==> config.mk <==
export PLATFORM = sky130hd
export DESIGN_NAME = ikrl_ctrl
export DESIGN_NICKNAME = d
export VERILOG_FILES = /design/src/sv/ikrl_pkg.sv /design/src/sv/ikrl_ctrl.sv
export SDC_FILE = /design/constraint.sdc
export NUM_CORES = 1
export LEC_CHECK = 0
export ABC_CLOCK_PERIOD_IN_PS = 2600
export BUFFER_PORTS_ARGS = -buffer_cell sky130_fd_sc_hd__buf_2
export CAP_MARGIN = 20
export CORE_MARGIN = 4
export CORE_UTILIZATION = 35
export DETAILED_ROUTE_END_ITERATION = 8
export GPL_ROUTABILITY_DRIVEN = 0
export PLACE_DENSITY = 0.76
export SYNTH_ARGS = -nofsm -noshare
export SYNTH_HDL_FRONTEND = slang
export SYNTH_SLANG_ARGS = --single-unit
==> constraint.sdc <==
create_clock -name clk -period 2.6 [get_ports clk]
set_input_delay 0.13 -clock clk [delete_from_list [all_inputs] [get_ports clk]]
set_output_delay 0.13 -clock clk [all_outputs]
set_load 0.05 [all_outputs]
==> src/sv/ikrl_pkg.sv <==
`default_nettype none

package ikrl_pkg;

	localparam logic [2:0] OP_APPEND = 3'd0;
	localparam logic [2:0] OP_RM_IDX = 3'd1;
	localparam logic [2:0] OP_READ   = 3'd2;
	localparam logic [2:0] OP_FIND   = 3'd3;
	localparam logic [2:0] OP_RM_ID  = 3'd4;
	localparam logic [2:0] OP_CLEAR  = 3'd5;

	localparam logic [1:0] ST_OK        = 2'd0;
	localparam logic [1:0] ST_FULL      = 2'd1;
	localparam logic [1:0] ST_NOT_FOUND = 2'd2;

	localparam logic [1:0] RD_POS   = 2'd0;
	localparam logic [1:0] RD_ZERO  = 2'd1;
	localparam logic [1:0] RD_NEXT  = 2'd2;
	localparam logic [1:0] RD_NEXT2 = 2'd3;

	localparam logic [2:0] RES_FULL   = 3'd0;
	localparam logic [2:0] RES_NF     = 3'd1;
	localparam logic [2:0] RES_CLEAR  = 3'd2;
	localparam logic [2:0] RES_APPEND = 3'd3;
	localparam logic [2:0] RES_HIT    = 3'd4;

	typedef struct packed {
		logic       load_op;
		logic       rd_en;
		logic [1:0] rd_sel;
		logic       cur_ld_pos;
		logic       cur_ld_zero;
		logic       cur_inc;
		logic       app_wr;
		logic       shift_wr;
		logic       cnt_inc;
		logic       cnt_dec;
		logic       cnt_clr;
		logic       res_ld;
		logic [2:0] res_sel;
		logic       out_ld;
	} cmd_t;

	typedef struct packed {
		logic [2:0] op;
		logic       full;
		logic       pos_ok;
		logic       cnt_zero;
		logic       next_ok;
		logic       next2_ok;
		logic       id_match;
		logic       out_free;
	} sts_t;

endpackage

`default_nettype wire

==> src/sv/ikrl_ctrl.sv <==
`default_nettype none

module ikrl_ctrl (
	input  wire logic           clk,
	input  wire logic           arst_n,
	input  wire logic           s_tvalid,
	output logic                s_tready,
	input  wire ikrl_pkg::sts_t sts,
	output ikrl_pkg::cmd_t      cmd
);

	localparam logic [2:0] S_IDLE  = 3'd0;
	localparam logic [2:0] S_EXEC  = 3'd1;
	localparam logic [2:0] S_LOOK  = 3'd2;
	localparam logic [2:0] S_SCAN  = 3'd3;
	localparam logic [2:0] S_SHIFT = 3'd4;
	localparam logic [2:0] S_FIN   = 3'd5;

	logic [2:0] state_q;
	logic [2:0] state_d;

	assign s_tready = (state_q == S_IDLE);

	always_comb begin
		cmd = '0;
		state_d = state_q;
		unique case (state_q)
			S_IDLE: begin
				if (s_tvalid) begin
					cmd.load_op = 1'b1;
					state_d = S_EXEC;
				end
			end
			S_EXEC: begin
				state_d = S_FIN;
				cmd.res_ld = 1'b1;
				unique case (sts.op)
					ikrl_pkg::OP_APPEND: begin
						if (sts.full) begin
							cmd.res_sel = ikrl_pkg::RES_FULL;
						end else begin
							cmd.app_wr = 1'b1;
							cmd.cnt_inc = 1'b1;
							cmd.res_sel = ikrl_pkg::RES_APPEND;
						end
					end
					ikrl_pkg::OP_CLEAR: begin
						cmd.cnt_clr = 1'b1;
						cmd.res_sel = ikrl_pkg::RES_CLEAR;
					end
					ikrl_pkg::OP_READ, ikrl_pkg::OP_RM_IDX: begin
						if (sts.pos_ok) begin
							cmd.res_ld = 1'b0;
							cmd.rd_en = 1'b1;
							cmd.rd_sel = ikrl_pkg::RD_POS;
							cmd.cur_ld_pos = 1'b1;
							state_d = S_LOOK;
						end else begin
							cmd.res_sel = ikrl_pkg::RES_NF;
						end
					end
					ikrl_pkg::OP_FIND, ikrl_pkg::OP_RM_ID: begin
						if (sts.cnt_zero) begin
							cmd.res_sel = ikrl_pkg::RES_NF;
						end else begin
							cmd.res_ld = 1'b0;
							cmd.rd_en = 1'b1;
							cmd.rd_sel = ikrl_pkg::RD_ZERO;
							cmd.cur_ld_zero = 1'b1;
							state_d = S_SCAN;
						end
					end
					default: begin
						cmd.res_sel = ikrl_pkg::RES_NF;
					end
				endcase
			end
			S_LOOK: begin
				cmd.res_ld = 1'b1;
				cmd.res_sel = ikrl_pkg::RES_HIT;
				if (sts.op == ikrl_pkg::OP_READ) begin
					state_d = S_FIN;
				end else if (sts.next_ok) begin
					cmd.rd_en = 1'b1;
					cmd.rd_sel = ikrl_pkg::RD_NEXT;
					state_d = S_SHIFT;
				end else begin
					cmd.cnt_dec = 1'b1;
					state_d = S_FIN;
				end
			end
			S_SCAN: begin
				if (sts.id_match) begin
					cmd.res_ld = 1'b1;
					cmd.res_sel = ikrl_pkg::RES_HIT;
					if (sts.op == ikrl_pkg::OP_FIND) begin
						state_d = S_FIN;
					end else if (sts.next_ok) begin
						cmd.rd_en = 1'b1;
						cmd.rd_sel = ikrl_pkg::RD_NEXT;
						state_d = S_SHIFT;
					end else begin
						cmd.cnt_dec = 1'b1;
						state_d = S_FIN;
					end
				end else if (sts.next_ok) begin
					cmd.rd_en = 1'b1;
					cmd.rd_sel = ikrl_pkg::RD_NEXT;
					cmd.cur_inc = 1'b1;
				end else begin
					cmd.res_ld = 1'b1;
					cmd.res_sel = ikrl_pkg::RES_NF;
					state_d = S_FIN;
				end
			end
			S_SHIFT: begin
				cmd.shift_wr = 1'b1;
				if (sts.next2_ok) begin
					cmd.rd_en = 1'b1;
					cmd.rd_sel = ikrl_pkg::RD_NEXT2;
					cmd.cur_inc = 1'b1;
				end else begin
					cmd.cnt_dec = 1'b1;
					state_d = S_FIN;
				end
			end
			S_FIN: begin
				if (sts.out_free) begin
					cmd.out_ld = 1'b1;
					state_d = S_IDLE;
				end
			end
			default: begin
				state_d = S_IDLE;
			end
		endcase
	end

	always_ff @(posedge clk or negedge arst_n) begin
		if (!arst_n) begin
			state_q <= S_IDLE;
		end else begin
			state_q <= state_d;
		end
	end

endmodule

`default_nettype wire

==> results by group <==
Yosys
  • Mux contribution to synthesized area: 0
  • Main combinational cell family by area after synthesis: simple AND/OR/NAND/NOR gates
  • Sequential fraction of the synthesis area: 0.135
  • Post-synth ARST share: 1.00
  • Main area contributors after synthesis: dfrtp_1 (13%), buf_2 (6.3%), nand2b_1 (5.6%)
  • Most used DFF post-synth: dfrtp_1
  • Avg Inst Size Synth: 7.42 um^2
  • Post-synth EDFFs: 0
  • Synth Area in Compound Gates: 0.308
  • Register bit count reported by yosys: 3
  • Biggest area consumer among synthesized cells: dfrtp_1
  • Post-synthesis simple-gate area fraction: 0.422
  • Synthesized-area fraction occupied by adder cells: 0
  • Synthesized area: 557 um^2
  • Cell count after synthesis: 75
  • Syn nets: 88
  • Top-area cell type share of the netlist area: 0.135
  • Synth cell types: 34
  • Synthesis Warnings: 0
  • Xor/xnor share of the synthesized area: 0.0315

STA
  • Period utilization: 0.865
  • Final hold violation count: 0
  • TNS Setup: 0 ns
  • Tmin final: roughly 2.2 ns
  • Max Clock Skew: 0.00258 ns
  • Max frequency: 0.445 GHz
  • Worst slew margin: 0.719
  • Setup ws final: roughly 0.35 ns
  • RSZ-0062 raised after global routing: false
  • Setup Viol. Count Final: 0
  • Worst Max-Slew Pin Slew: 0.422 ns
  • Final Max Tran Viols: 0

Clocking
  • Clock Tree Buf Depth: 2
  • Sink Count: 3
  • CTS H-tree lvls: 1
  • Root Driver: clkbuf_4
  • CTS tree: built
  • Total CTS buffers: 3
  • Clock-pin slew on the worst setup and hold paths: 0.04 ns
  • Clk Latency, worst-skew pair: 0.22 ns

GRT
  • All-Layer GR Usage: 0.129
  • Initial antenna violation count: 0
  • Global-route wire length before repair: 2.11 mm
  • Number of global-route vias before repair: around 530
  • Largest net degree at the start of global routing: 13
  • GRT overflow: 0

Drt
  • Drt initial violations: 13
  • DR vias/cell: 5.50
  • ANT nets after route: 0
  • Final Routed Wirelength: 1.51 mm
  • DRT Pass-1 Iters: 4
  • Routed len/inst: 12.8 um
  • DRC: 0
  • Vias: ~650

Critical path
  • Buf/Inv on CP: 1
  • Req. time, crit path: 2.47 ns
  • Register-to-Register Path Depth: 4
  • Register-to-register setup slack: 1.12 ns
  • Critical path type: flop to output pin
  • Crit path capture type: output pin
  • FF-to-FF Start: state_q[0]$_DFFE_PN0P_
  • Worst R2R End: state_q[0]$_DFFE_PN0P_
  • CP max stage cell: dfrtp_1
  • Crit path cell chain: or3b_1 > nor4b_4 > a21oi_1 > o21ai_1 > buf_2
  • Critical path's top delay family: simple AND/OR/NAND/NOR gates
  • Critical path fanouts, max: 12
  • WP data arrival: 2.12 ns
  • Startpoint types: flop
  • Slowest stage delay, CP: 0.59 ns

Finish
  • Fillers: 152
  • Biggest regs: state_q: 3 flops
  • Most common cell after layout, fill and taps aside: buf_2
  • Diode count: 0
  • Layout cells sized above 1: 0.402
  • Total Nets Final: 116
  • Area Growth Syn to Fin: 32.4%
  • Commonest cells after routing, fill and taps aside: buf_2 (30), nand2b_1 (5)
  • Largest Register: state_q
  • Max reg flops: 3
  • Final cell count without fillers: roughly 120

Floorplanning
  • Die height: between 40 and 50 um
  • Core footprint: between 1500 and 2000 um^2
  • Die area: 2290 um^2
  • Initial Util: 0.370
  • FP Rows: 14
  • I/O pin total: 31
  • Die width: 47.9 um

Place
  • DP Wirelength: 1.23 mm
  • Pre-CTS WS: 0.592 ns
  • Input/output buffers: 30
  • Dpl cells: ~110

Worst hold path
  • HP Class: input port to async pin

Power
  • Total leakage power: 0.000375 uW
  • Power per cell area: 1110 nW/um^2
  • Peak supply drop: roughly 430 uV

Status
  • Status: finished, final reports clean

Run
  • Max cap viols: 0
per-layer routing:
metal,wire length [um],vias to the layer above,share of wire,global-route usage
met5,0,-,0,0
met4,0,0,0,0.0484
met3,121,0,0.080,0.0113
met2,732,20,0.49,0.227
met1,653,302,0.43,0.161
li1,-,327,-,-
worst register-to-register path: stages (launching register included):
cell      delay [ns]
dfrtp_1         0.59
xor2_1          0.22
nor3b_2         0.09
a221oi_1        0.31
o21ai_1         0.13
cell type report:
cell class,count,area (um^2),share of cell area
Tap cell,16,20.0,0.0272
Sequential cell,3,75.1,0.102
Inverter,4,15.0,0.0204
Clock buffer,4,26.3,0.0357
Timing Repair Buffer,31,160,0.217
Multi-Input combinational cell,60,440,0.598
synth_stat cells, drive strengths merged (2+ instances only):
cell type	instances
and2	2
o22ai	2
o21bai	3
buf	8
nand2	3
o21ai	6
and3b	2
dfrtp	3
nand3b	3
a21oi	4
nor3b	3
or2	2
nor3	6
nand2b	5
a21o	2
nor2	3
inv	4
a221oi	2
where the power goes:
group	switching, uW	total, uW	internal [uW]
clock network	20.6	77.8	57.3
logic	430	610	181
registers	61.2	128	66.7
worst max path at each step:
stage / from / end / slack (ns) / cells past startpoint
2_1_floorplan: state_q[2]$_DFFE_PN0P_ / cmd[6] / 0.09 / 5
3_3_place_gp: state_q[0]$_DFFE_PN0P_ / cmd[1] / 0.67 / 5
3_5_place_dp: state_q[0]$_DFFE_PN0P_ / cmd[1] / 0.59 / 5
4_1_cts: state_q[0]$_DFFE_PN0P_ / cmd[1] / 0.34 / 5
5_1_grt: state_q[0]$_DFFE_PN0P_ / cmd[1] / 0.21 / 5
6_report: state_q[0]$_DFFE_PN0P_ / cmd[1] / 0.35 / 5
through the flow:
| step | hold WS, ns | area, um^2 | utilization | power (uW) |
|---|---|---|---|---|
| floorplan | -0.166 | 573 | - | 633 |
| global placement | -0.0750 | 701 | 0.465 | 730 |
| detailed placement | -0.0735 | 701 | 0.465 | 737 |
| CTS | 0.225 | 737 | 0.489 | 820 |
| global route | 0.239 | 737 | 0.489 | 871 |
| finish | 0.226 | 737 | 0.489 | 816 |
logic make-up (layout without fill, tap and decap cells):
family | after synthesis | after routing
simple gates | 33 | 33
buf+inv | 12 | 39
xor+xnor | 2 | 2
compound gates | 25 | 25
flops | 3 | 3
timing repair:
item                                   in CTS  in global routing
hold buffers                                1                  0
gates resized for setup                     0                  0
endpoints found under the hold margin       3                  0
setup buffers                               0                  0
(Power assumes the default switching activity.)
